**src/hw/rtl/s2mpc_pkg.sv**
```systemverilog
package s2mpc_pkg;

  localparam int DATA_WIDTH  = 16;
  localparam int MAX_COLUMNS = 128;
  localparam int STORE_DEPTH = 128;
  localparam int ROW_LIMIT   = 128;
  localparam int COL_LIMIT   = (MAX_COLUMNS < STORE_DEPTH) ? MAX_COLUMNS : STORE_DEPTH;
  localparam int POS_W       = 7;
  localparam int TOTAL_W     = 8;
  localparam int COUNT_W     = 15;
  localparam int PADDR_W     = 3;
  localparam int PDATA_W     = 32;
  localparam int ADDR_W      = $clog2(STORE_DEPTH);

  localparam logic REG_ROW_TOTAL    = 1'b0;
  localparam logic REG_COLUMN_TOTAL = 1'b1;

  typedef logic signed [DATA_WIDTH-1:0] pixel_t;
  typedef logic [POS_W-1:0]             pos_t;
  typedef logic [TOTAL_W-1:0]           total_t;
  typedef logic [COUNT_W-1:0]           count_t;

  typedef struct packed {
    total_t rows;
    total_t cols;
    logic   restart;
  } cfg_t;

endpackage

```
**src/hw/rtl/s2mpc_in_if.sv**
```systemverilog
interface s2mpc_in_if;
  import s2mpc_pkg::*;

  logic   valid;
  logic   ready;
  pixel_t pixel_value;

  modport source (output valid, output pixel_value, input ready);
  modport sink (input valid, input pixel_value, output ready);
endinterface

```
**src/hw/rtl/s2mpc_out_if.sv**
```systemverilog
interface s2mpc_out_if;
  import s2mpc_pkg::*;

  logic   valid;
  logic   ready;
  pixel_t window_max;
  pos_t   window_row;
  pos_t   window_col;
  logic   is_final;
  pixel_t overall_max;
  count_t overall_count;

  modport source (
    output valid, output window_max, output window_row, output window_col,
    output is_final, output overall_max, output overall_count, input ready
  );
  modport sink (
    input valid, input window_max, input window_row, input window_col,
    input is_final, input overall_max, input overall_count, output ready
  );
endinterface

```
**src/hw/rtl/s2mpc_ram.sv**
```systemverilog
module s2mpc_ram #(
  parameter int WIDTH = 16,
  parameter int DEPTH = 128
) (
  input  logic                     clk,
  input  logic                     we,
  input  logic [$clog2(DEPTH)-1:0] waddr,
  input  logic [WIDTH-1:0]         wdata,
  input  logic [$clog2(DEPTH)-1:0] raddr,
  output logic [WIDTH-1:0]         rdata
);

  logic [WIDTH-1:0] mem [DEPTH];

  always_ff @(posedge clk) begin
    if (we) begin
      mem[waddr] <= wdata;
    end
    rdata <= mem[raddr];
  end

endmodule

```
**src/hw/rtl/s2mpc_cfg.sv**
```systemverilog
module s2mpc_cfg (
  input  logic                            clk,
  input  logic                            rst,
  input  logic                            psel,
  input  logic                            penable,
  input  logic                            pwrite,
  input  logic [s2mpc_pkg::PADDR_W-1:0]   paddr,
  input  logic [s2mpc_pkg::PDATA_W-1:0]   pwdata,
  output logic [s2mpc_pkg::PDATA_W-1:0]   prdata,
  output s2mpc_pkg::cfg_t                 cfg
);
  import s2mpc_pkg::*;

  total_t row_total;
  total_t column_total;
  logic   wr;

  assign wr = psel && penable && pwrite;

  always_ff @(posedge clk) begin
    if (rst) begin
      row_total    <= TOTAL_W'(2);
      column_total <= TOTAL_W'(2);
    end else if (wr) begin
      case (paddr[2])
        REG_ROW_TOTAL:    row_total    <= pwdata[TOTAL_W-1:0];
        REG_COLUMN_TOTAL: column_total <= pwdata[TOTAL_W-1:0];
        default:          row_total    <= row_total;
      endcase
    end
  end

  always_comb begin
    case (paddr[2])
      REG_ROW_TOTAL:    prdata = PDATA_W'(row_total);
      REG_COLUMN_TOTAL: prdata = PDATA_W'(column_total);
      default:          prdata = '0;
    endcase
  end

  always_comb begin
    if (row_total < TOTAL_W'(2)) begin
      cfg.rows = TOTAL_W'(2);
    end else if (row_total > TOTAL_W'(ROW_LIMIT)) begin
      cfg.rows = TOTAL_W'(ROW_LIMIT);
    end else begin
      cfg.rows = row_total;
    end
    if (column_total < TOTAL_W'(2)) begin
      cfg.cols = TOTAL_W'(2);
    end else if (column_total > TOTAL_W'(COL_LIMIT)) begin
      cfg.cols = TOTAL_W'(COL_LIMIT);
    end else begin
      cfg.cols = column_total;
    end
    cfg.restart = wr;
  end

endmodule

```
**src/hw/rtl/s2mpc_core.sv**
```systemverilog
module s2mpc_core (
  input  logic               clk,
  input  logic               rst,
  input  s2mpc_pkg::cfg_t    cfg,
  s2mpc_in_if.sink           pixel_in,
  s2mpc_out_if.source        result_out
);
  import s2mpc_pkg::*;

  pos_t   current_row;
  pos_t   current_col;
  pos_t   row_next;
  pos_t   col_next;
  pixel_t left_pixel;
  pixel_t upper_left_pixel;
  pixel_t running_max;
  count_t running_count;
  pixel_t max_next;
  count_t count_next;
  pixel_t above;
  pixel_t cur;
  pixel_t top_max;
  pixel_t bottom_max;
  pixel_t win_max;
  logic   accept;
  logic   first;
  logic   final_pos;
  logic   produce;
  logic   out_valid;
  logic [TOTAL_W-1:0] col_inc;

  assign cur    = pixel_in.pixel_value;
  assign accept = pixel_in.valid && pixel_in.ready;
  assign pixel_in.ready = !out_valid || result_out.ready;

  s2mpc_ram #(
    .WIDTH (DATA_WIDTH),
    .DEPTH (STORE_DEPTH)
  ) u_row_store (
    .clk   (clk),
    .we    (accept),
    .waddr (current_col[ADDR_W-1:0]),
    .wdata (cur),
    .raddr (col_next[ADDR_W-1:0]),
    .rdata (above)
  );

  assign first     = (current_row == '0) && (current_col == '0);
  assign final_pos = ({1'b0, current_row} >= cfg.rows - TOTAL_W'(1)) &&
                     ({1'b0, current_col} >= cfg.cols - TOTAL_W'(1));
  assign produce   = (current_row != '0) && (current_col != '0);
  assign col_inc   = {1'b0, current_col} + TOTAL_W'(1);

  assign top_max    = (above > upper_left_pixel) ? above : upper_left_pixel;
  assign bottom_max = (cur > left_pixel) ? cur : left_pixel;
  assign win_max    = (bottom_max > top_max) ? bottom_max : top_max;

  always_comb begin
    max_next   = running_max;
    count_next = running_count;
    if (first || (cur > running_max)) begin
      max_next   = cur;
      count_next = COUNT_W'(1);
    end else if ((cur == running_max) && (running_count != '1)) begin
      count_next = running_count + COUNT_W'(1);
    end
  end

  always_comb begin
    row_next = current_row;
    col_next = current_col;
    if (cfg.restart) begin
      row_next = '0;
      col_next = '0;
    end else if (accept) begin
      if (final_pos) begin
        row_next = '0;
        col_next = '0;
      end else if (col_inc >= cfg.cols) begin
        row_next = current_row + POS_W'(1);
        col_next = '0;
      end else begin
        col_next = col_inc[POS_W-1:0];
      end
    end
  end

  always_ff @(posedge clk) begin
    if (rst) begin
      current_row <= '0;
      current_col <= '0;
      out_valid   <= 1'b0;
    end else begin
      current_row <= row_next;
      current_col <= col_next;
      if (accept && produce) begin
        out_valid <= 1'b1;
      end else if (result_out.ready) begin
        out_valid <= 1'b0;
      end
    end
  end

  always_ff @(posedge clk) begin
    if (accept) begin
      left_pixel       <= cur;
      upper_left_pixel <= above;
      running_max      <= max_next;
      running_count    <= count_next;
    end
    if (accept && produce) begin
      result_out.window_max    <= win_max;
      result_out.window_row    <= current_row - POS_W'(1);
      result_out.window_col    <= current_col - POS_W'(1);
      result_out.is_final      <= final_pos;
      result_out.overall_max   <= final_pos ? max_next : '0;
      result_out.overall_count <= final_pos ? count_next : '0;
    end
  end

  assign result_out.valid = out_valid;

endmodule

```
**src/hw/rtl/sliding_2x2_max_with_peak_count.sv**
```systemverilog
// A result word is registered and presented in the cycle after the pixel that completes its window.
// Throughput: one pixel word per cycle while the result register is empty or result_out.ready drains it.
// Each pixel enters while the previous result waits, as long as the result register drains.
// Reset: position, result valid and both totals (to 2) are cleared; the line store is not.
// Writing either total restarts the matrix at row 0, column 0.
module sliding_2x2_max_with_peak_count (
  input  logic                            clk,
  input  logic                            rst,
  s2mpc_in_if.sink                        pixel_in,
  s2mpc_out_if.source                     result_out,
  input  logic                            psel,
  input  logic                            penable,
  input  logic                            pwrite,
  input  logic [s2mpc_pkg::PADDR_W-1:0]   paddr,
  input  logic [s2mpc_pkg::PDATA_W-1:0]   pwdata,
  output logic [s2mpc_pkg::PDATA_W-1:0]   prdata,
  output logic                            pready
);
  import s2mpc_pkg::*;

  cfg_t cfg;

  assign pready = 1'b1;

  s2mpc_cfg u_cfg (
    .clk     (clk),
    .rst     (rst),
    .psel    (psel),
    .penable (penable),
    .pwrite  (pwrite),
    .paddr   (paddr),
    .pwdata  (pwdata),
    .prdata  (prdata),
    .cfg     (cfg)
  );

  s2mpc_core u_core (
    .clk        (clk),
    .rst        (rst),
    .cfg        (cfg),
    .pixel_in   (pixel_in),
    .result_out (result_out)
  );

endmodule

```
**src/flat_wrapper.sv**
```systemverilog
// flat-port wrapper written by rule: the top's interface ports become plain ports
module sliding_2x2_max_with_peak_count_flat import s2mpc_pkg::*;
  (clk, rst, psel, penable, pwrite, paddr, pwdata, prdata, pready, pixel_in_valid, pixel_in_pixel_value, pixel_in_ready, result_out_valid, result_out_window_max, result_out_window_row, result_out_window_col, result_out_is_final, result_out_overall_max, result_out_overall_count, result_out_ready);
  s2mpc_in_if pixel_in_i ();
  s2mpc_out_if result_out_i ();
  input  logic clk;
  input  logic rst;
  input  logic psel;
  input  logic penable;
  input  logic pwrite;
  input  logic [s2mpc_pkg::PADDR_W-1:0] paddr;
  input  logic [s2mpc_pkg::PDATA_W-1:0] pwdata;
  output logic [s2mpc_pkg::PDATA_W-1:0] prdata;
  output logic pready;
  input wire logic [$bits(pixel_in_i.valid)-1:0] pixel_in_valid;
  input wire logic [$bits(pixel_in_i.pixel_value)-1:0] pixel_in_pixel_value;
  output wire logic [$bits(pixel_in_i.ready)-1:0] pixel_in_ready;
  output wire logic [$bits(result_out_i.valid)-1:0] result_out_valid;
  output wire logic [$bits(result_out_i.window_max)-1:0] result_out_window_max;
  output wire logic [$bits(result_out_i.window_row)-1:0] result_out_window_row;
  output wire logic [$bits(result_out_i.window_col)-1:0] result_out_window_col;
  output wire logic [$bits(result_out_i.is_final)-1:0] result_out_is_final;
  output wire logic [$bits(result_out_i.overall_max)-1:0] result_out_overall_max;
  output wire logic [$bits(result_out_i.overall_count)-1:0] result_out_overall_count;
  input wire logic [$bits(result_out_i.ready)-1:0] result_out_ready;
  assign pixel_in_i.valid = pixel_in_valid;
  assign pixel_in_i.pixel_value = pixel_in_pixel_value;
  assign pixel_in_ready = pixel_in_i.ready;
  assign result_out_valid = result_out_i.valid;
  assign result_out_window_max = result_out_i.window_max;
  assign result_out_window_row = result_out_i.window_row;
  assign result_out_window_col = result_out_i.window_col;
  assign result_out_is_final = result_out_i.is_final;
  assign result_out_overall_max = result_out_i.overall_max;
  assign result_out_overall_count = result_out_i.overall_count;
  assign result_out_i.ready = result_out_ready;
  sliding_2x2_max_with_peak_count u_core (.clk(clk), .rst(rst), .pixel_in(pixel_in_i), .result_out(result_out_i), .psel(psel), .penable(penable), .pwrite(pwrite), .paddr(paddr), .pwdata(pwdata), .prdata(prdata), .pready(pready));
endmodule
```
**config.mk**
```make
export PLATFORM = sky130hd
export DESIGN_NAME = sliding_2x2_max_with_peak_count_flat
export DESIGN_NICKNAME = d
export VERILOG_FILES = /design/src/hw/rtl/s2mpc_pkg.sv /design/src/hw/rtl/s2mpc_in_if.sv /design/src/hw/rtl/s2mpc_out_if.sv /design/src/hw/rtl/s2mpc_ram.sv /design/src/hw/rtl/s2mpc_cfg.sv /design/src/hw/rtl/s2mpc_core.sv /design/src/hw/rtl/sliding_2x2_max_with_peak_count.sv /design/src/flat_wrapper.sv
export SDC_FILE = /design/constraint.sdc
export NUM_CORES = 2
export LEC_CHECK = 0
export ABC_CLOCK_PERIOD_IN_PS = 19400
export BUFFER_PORTS_ARGS = -buffer_cell sky130_fd_sc_hd__buf_2
export CAP_MARGIN = 40
export CORE_UTILIZATION = 35
export DETAILED_ROUTE_END_ITERATION = 8
export HOLD_SLACK_MARGIN = 0.02
export SYNTH_ARGS = -nofsm -noshare
export SYNTH_HDL_FRONTEND = slang
export SYNTH_SLANG_ARGS = --single-unit
```
**constraint.sdc**
```tcl
create_clock -name clk -period 19.4 [get_ports clk]
set_input_delay 4.85 -clock clk [delete_from_list [all_inputs] [get_ports clk]]
set_output_delay 4.85 -clock clk [all_outputs]
set_load 0.02 [all_outputs]
```
; ---- Yosys cells after proc, flatten, opt, wreduce, memory -nomap -nowiden
; Memories as Yosys holds them, arrays and structs flattened. A register that Yosys moved wholly into a read port is not among the register bits.
; Cells that the tools add are included.
[totals]
mem_bits_rw = 2048
regBits = 156
latch_bits = 0
memories = 1
inputBits = 58
romBits = 0
output_inout_bits = 97
[mem_list]
columns = name, words, word_bits, read_ports, rd_ports_with_merged_regs, wr, line_no
row1 = u_core.u_core.u_row_store.mem, 128, 16, 1, 1, 1, s2mpc_ram.sv:13  ; logic [WIDTH-1:0] mem [DEPTH];
[classes]
reduce_logical = 21
n_bitwise = 1
div = 0
add_sub_neg = 7
order_cmp = 11
n_mux = 21
shift = 0
n_mul = 0
eq_ne = 2
[op_table]
columns = op, count
row1 = $gt 16x16->1, 4
row2 = $mux 16, 4
row3 = $pmux 32 s2, 1
row4 = $mux 7, 6
row5 = $mux 8, 4
row6 = $mux 15, 2
row7 = $eq 16x16->1, 1
row8 = $ge 7x8->1, 2
row9 = $gt 8x8->1 const B, 2
row10 = $lt 8x2->1 const B, 2
row11 = $sub 8x1->8 const B, 2
row12 = $add 15x1->15 const B, 1
row13 = $ne 15x15->1 const B, 1
row14 = $logic_not 7->1, 2
row15 = $reduce_bool 7->1, 2
row16 = $sub 7x1->7 const B, 2
row17 = $add 7x1->8 const B, 1
row18 = $ge 8x8->1, 1
row19 = $logic_and 1x1->1, 8
row20 = $add 7x1->7 const B, 1
row21 = $reduce_and 2->1, 3
row22 = $mux 1, 4
row23 = $reduce_bool 2->1, 2
row24 = $logic_or 1x1->1, 2
row25 = other kinds (3), 3

; ---- Logic depth before layout (Yosys ltp)
[depth]
depth_word = 9
depth_mapped = 27

; ---- Cells and area by module
; From an unflattened synthesis, not the netlist that was laid out.
[unflattened]
cells_unflattened = 3957
hier_area_um2 = 88183.3
[by_module_without_submodules]
columns = mod, n_inst, area_each_um2, cells_per_inst
row1 = s2mpc_ram, 1, 78522.8, 3086
row2 = s2mpc_core, 1, 8516.9, 748
row3 = s2mpc_cfg, 1, 1132.3, 121
row4 = sliding_2x2_max_with_peak_count, 1, 11.3, 2

; ---- Least setup slack after synthesis
; OpenSTA, ideal clock, no wires.
[synth_path]
kind = input-to-output
from = input paddr[2] (netlist name)
to = output prdata[0] (netlist name)
path_buffers = 1
setup_slack_ps = 8980
path_stages = 2
arrival_time_ps = 5570
path_cell_list = clkbuf_1 mux2_2
[synth_via]
elab_chain_cells = 2
[synth_lines]
columns = item, line_no
row1 = from (decl), flat_wrapper.sv:11  ; input logic [s2mpc_pkg::PADDR_W-1:0] paddr;
row2 = $not 1->1, -
row3 = $pmux 32 s2 (*), s2mpc_cfg.sv:34  ; case (paddr[2])
row4 = to (decl), flat_wrapper.sv:13  ; output logic [s2mpc_pkg::PDATA_W-1:0] prdata;
; Mark *: on every way between the ends. The rest lies on a longest branch, timed or not. The select of a mux whose other input is x is not followed.

; ---- Worst setup path in the final report
[layout_path]
from = input pwrite
to = register u_core.u_core.u_row_store.rdata[10] (read register of u_core.u_core.u_row_store.mem)
[layout_via]
elab_chain_cells = 2
[layout_lines]
columns = item, line_no
row1 = from (decl), flat_wrapper.sv:10  ; input logic pwrite;
row2 = $logic_and 1x1->1, s2mpc_cfg.sv:18  ; assign wr = psel && penable && pwrite;
row3 = $mux 7, s2mpc_core.sv:72  ; if (cfg.restart) begin
row4 = to (decl), s2mpc_ram.sv:10  ; output logic [WIDTH-1:0] rdata
; Every way passes these cells.
; A chain may end at the register's enable or synchronous reset.

==> out/results.tsv <==
metric	value	unit
synth-adder-area-share	0.0129	
grt_overflow_total	0	
grt_use_total	0.218	
start_kind	primary input	
cpMaxStageDelayCell	or4_1	
antenna_found_initial	24	
synthXorXnorAreaFrac	0.00414	
die-area	262000	um^2
synth.avg_cell_area	14.2	um^2
syn_inst	6391	
cts_root_buffer	clkbuf_16	
ir_drop	0.107	mV
wl	294000	um
netlist_top_cells_area	edfxtp_1, nand2_1, mux2i_1	
skew	49.5	ps
io_buffers	103	
gr-max-usage-layer	met2	
ioPinCount	155	
final_hold_viol_count	0	
cp_slowest_stage_delay	810	ps
htreeDepth	4	
post-dp-hpwl	176000	um
clock_path_buffers	3	
grt_use_met1	0.293	
cts.sinks	2220	
synth_top_family_by_area	compound AO/OA/AOI/OAI gates	
fin_setup_tns	0	ps
first_pass_iters	6	
rows	186	
worstHoldPathType	reg -> reg	
die_w	512	um
syn2layout_area_growth	13.7	%
met3_usage	0.0510	
dpl_worst_slack	8270	ps
cp.arrival	11270	ps
worst_slack	8820	ps
yosysMostFrequentCell	edfxtp_1	
period_needed	10580	ps
ant_nets	0	
p_leak	34.3	nW
cp_max_fo	110	
fin_nets	6748	
placed_cells	9755	
ys_warn_count	0	
finalCritPeriodShare	0.545	
slew_headroom	0.322	
drc	0	
worstPathRequired	20090	ps
synth.top_cell.area_share	0.717	
yosys.area_share.simple	0.0861	
crit_path_end_kind	register	
grt_first_pass_wirelength	415000	um
drv_cap	0	
worst_pin_slew	1020	ps
path_clk_slew	60	ps
cts_hold_buffers	0	
synth_compound_area_frac	0.100	
die_height	512	um
routabilityCongestion	0.914	
synth.distinct_cells	88	
post_cts_resized	0	
drv_slew	0	
cts_setup_buffers	0	
run_status	complete, no violations	
num_vias	59270	
grt_pass1_vias	55930	
ys_top_cells_by_count	edfxtp_1, nand2_1, nor2_1	
cp.buffers_inverters	4	
synth_edf_count	2173	
seq_area_frac_synth	0.727	
grt_setup_unrepaired	false	
synth-async-reset-ratio	0	
ys_seq_elements	2220	
cts_made_buffers	219	
grt_max_degree	128	
viasPerCell	5.83	
use_met2	0.338	
cts_tree	yes	
drt_iter0_markers	8109	
wl_per_cell	28.9	um
cpMostUsedCell	buf_4	
coreArea	258000	um^2
synthesis.area	91000	um^2
synth_mux_area_frac	0.0419	
initial_core_util	0.353	
fin_util	0.402	
synth_top_area_cell	edfxtp_1	
final-setup-viol-count	0	
fmax	94.5	MHz
fin_cells	10166	
holdWs	469	ps
path_class	in -> reg	
synth_top_flop_cell	edfxtp_1	
path_cells	buf_2, and3_1, a211oi_2, nor2_4, buf_12, buf_4, o21ai_4, buf_4, o221a_2, a211oi_1, a311o_1, o22ai_1, or4_1	
power.density	106	nW/um^2
clock_latency	890	ps
layout-drive-gt1-share	0.133	
cp_top_family	compound AO/OA/AOI/OAI gates	
==> kinds of logic after synthesis <==
group	after synthesis
XOR/XNOR	43
other	2
multiplexers	365
flip-flops	2220
adder cells (fa/ha/maj)	94
AO/OA/AOI/OAI	1365
AND/OR/NAND/NOR	1771
buffers and inverters	531
==> power by group <==
group	internal, W	total, W	switching [W]
logic	0.000409	0.00142	0.00101
clock network	0.00233	0.00417	0.00185
registers	0.00532	0.00535	0.0000294
total	0.00805	0.0109	0.00289
==> layer usage <==
metal | vias up | share of wire
met5 | - | 0.00010
met4 | 6 | 0.040
met3 | 530 | 0.11
met2 | 3541 | 0.45
met1 | 30202 | 0.39
li1 | 24991 | -
==> final timing paths <==
check / slack [ps] / end / cells after the start / start
worst max-delay path: 8820 / u_core.u_core.u_row_store.rdata[10] / 13 / pwrite
worst max register to register: 11040 / u_core.u_core.u_row_store.rdata[10] / 17 / u_core.u_core.current_col[4]
worst min register to register: 470 / u_core.u_core.upper_left_pixel[0] / 0 / u_core.u_core.u_row_store.rdata[0]
worst min-delay path: 470 / u_core.u_core.upper_left_pixel[0] / 0 / u_core.u_core.u_row_store.rdata[0]
==> cells in the final DEF (no fill, tap or decap), drive strengths merged, types with 102 or more instances in the layout <==
master	netlist	routed
nor3	129	129
a31oi	133	133
o22ai	102	102
mux2i	243	243
nor2	458	458
nand3	191	191
mux2	122	122
nand2	727	727
o21ai	329	329
clkbuf	135	281
edfxtp	2173	2173
buf	312	406
a21oi	232	232
==> registers in the layout, indices dropped and copies added, names as in the netlist, 7 cells and up <==
signal	count
u_core.u_core.current_col	7
u_core.u_core.result_out.overall_max	16
u_core.u_core.result_out.window_max	16
u_core.u_core.result_out.overall_count	15
u_core.u_core.running_max	16
u_core.u_cfg.row_total	8
u_core.u_core.result_out.window_col	7
u_core.u_core.u_row_store.rdata	16
u_core.u_core.left_pixel	16
u_core.u_core.running_count	15
u_core.u_core.upper_left_pixel	16
u_core.u_core.current_row	7
u_core.u_core.u_row_store.mem	2048
u_core.u_cfg.column_total	8
u_core.u_core.result_out.window_row	7
==> through the flow <==
step,power [W],instance area [um^2]
after detailed placement,0.00684,96500
after CTS,0.0109,103000
after global placement,0.00680,96000
after global routing,0.0112,104000
final,0.0109,104000
after floorplan,0.00625,91100
==> cell type report <==
type,instances,area (um^2)
Clock inverter,119,1200
Inverter,84,315
Tap cell,3384,4230
Multi-Input combinational cell,3663,22600
Timing Repair Buffer,408,3170
Sequential cell,2220,66200
Clock buffer,281,5770
Antenna cell,7,17.5
Fill cell,23313,154000
(Power assumes the default switching activity.)
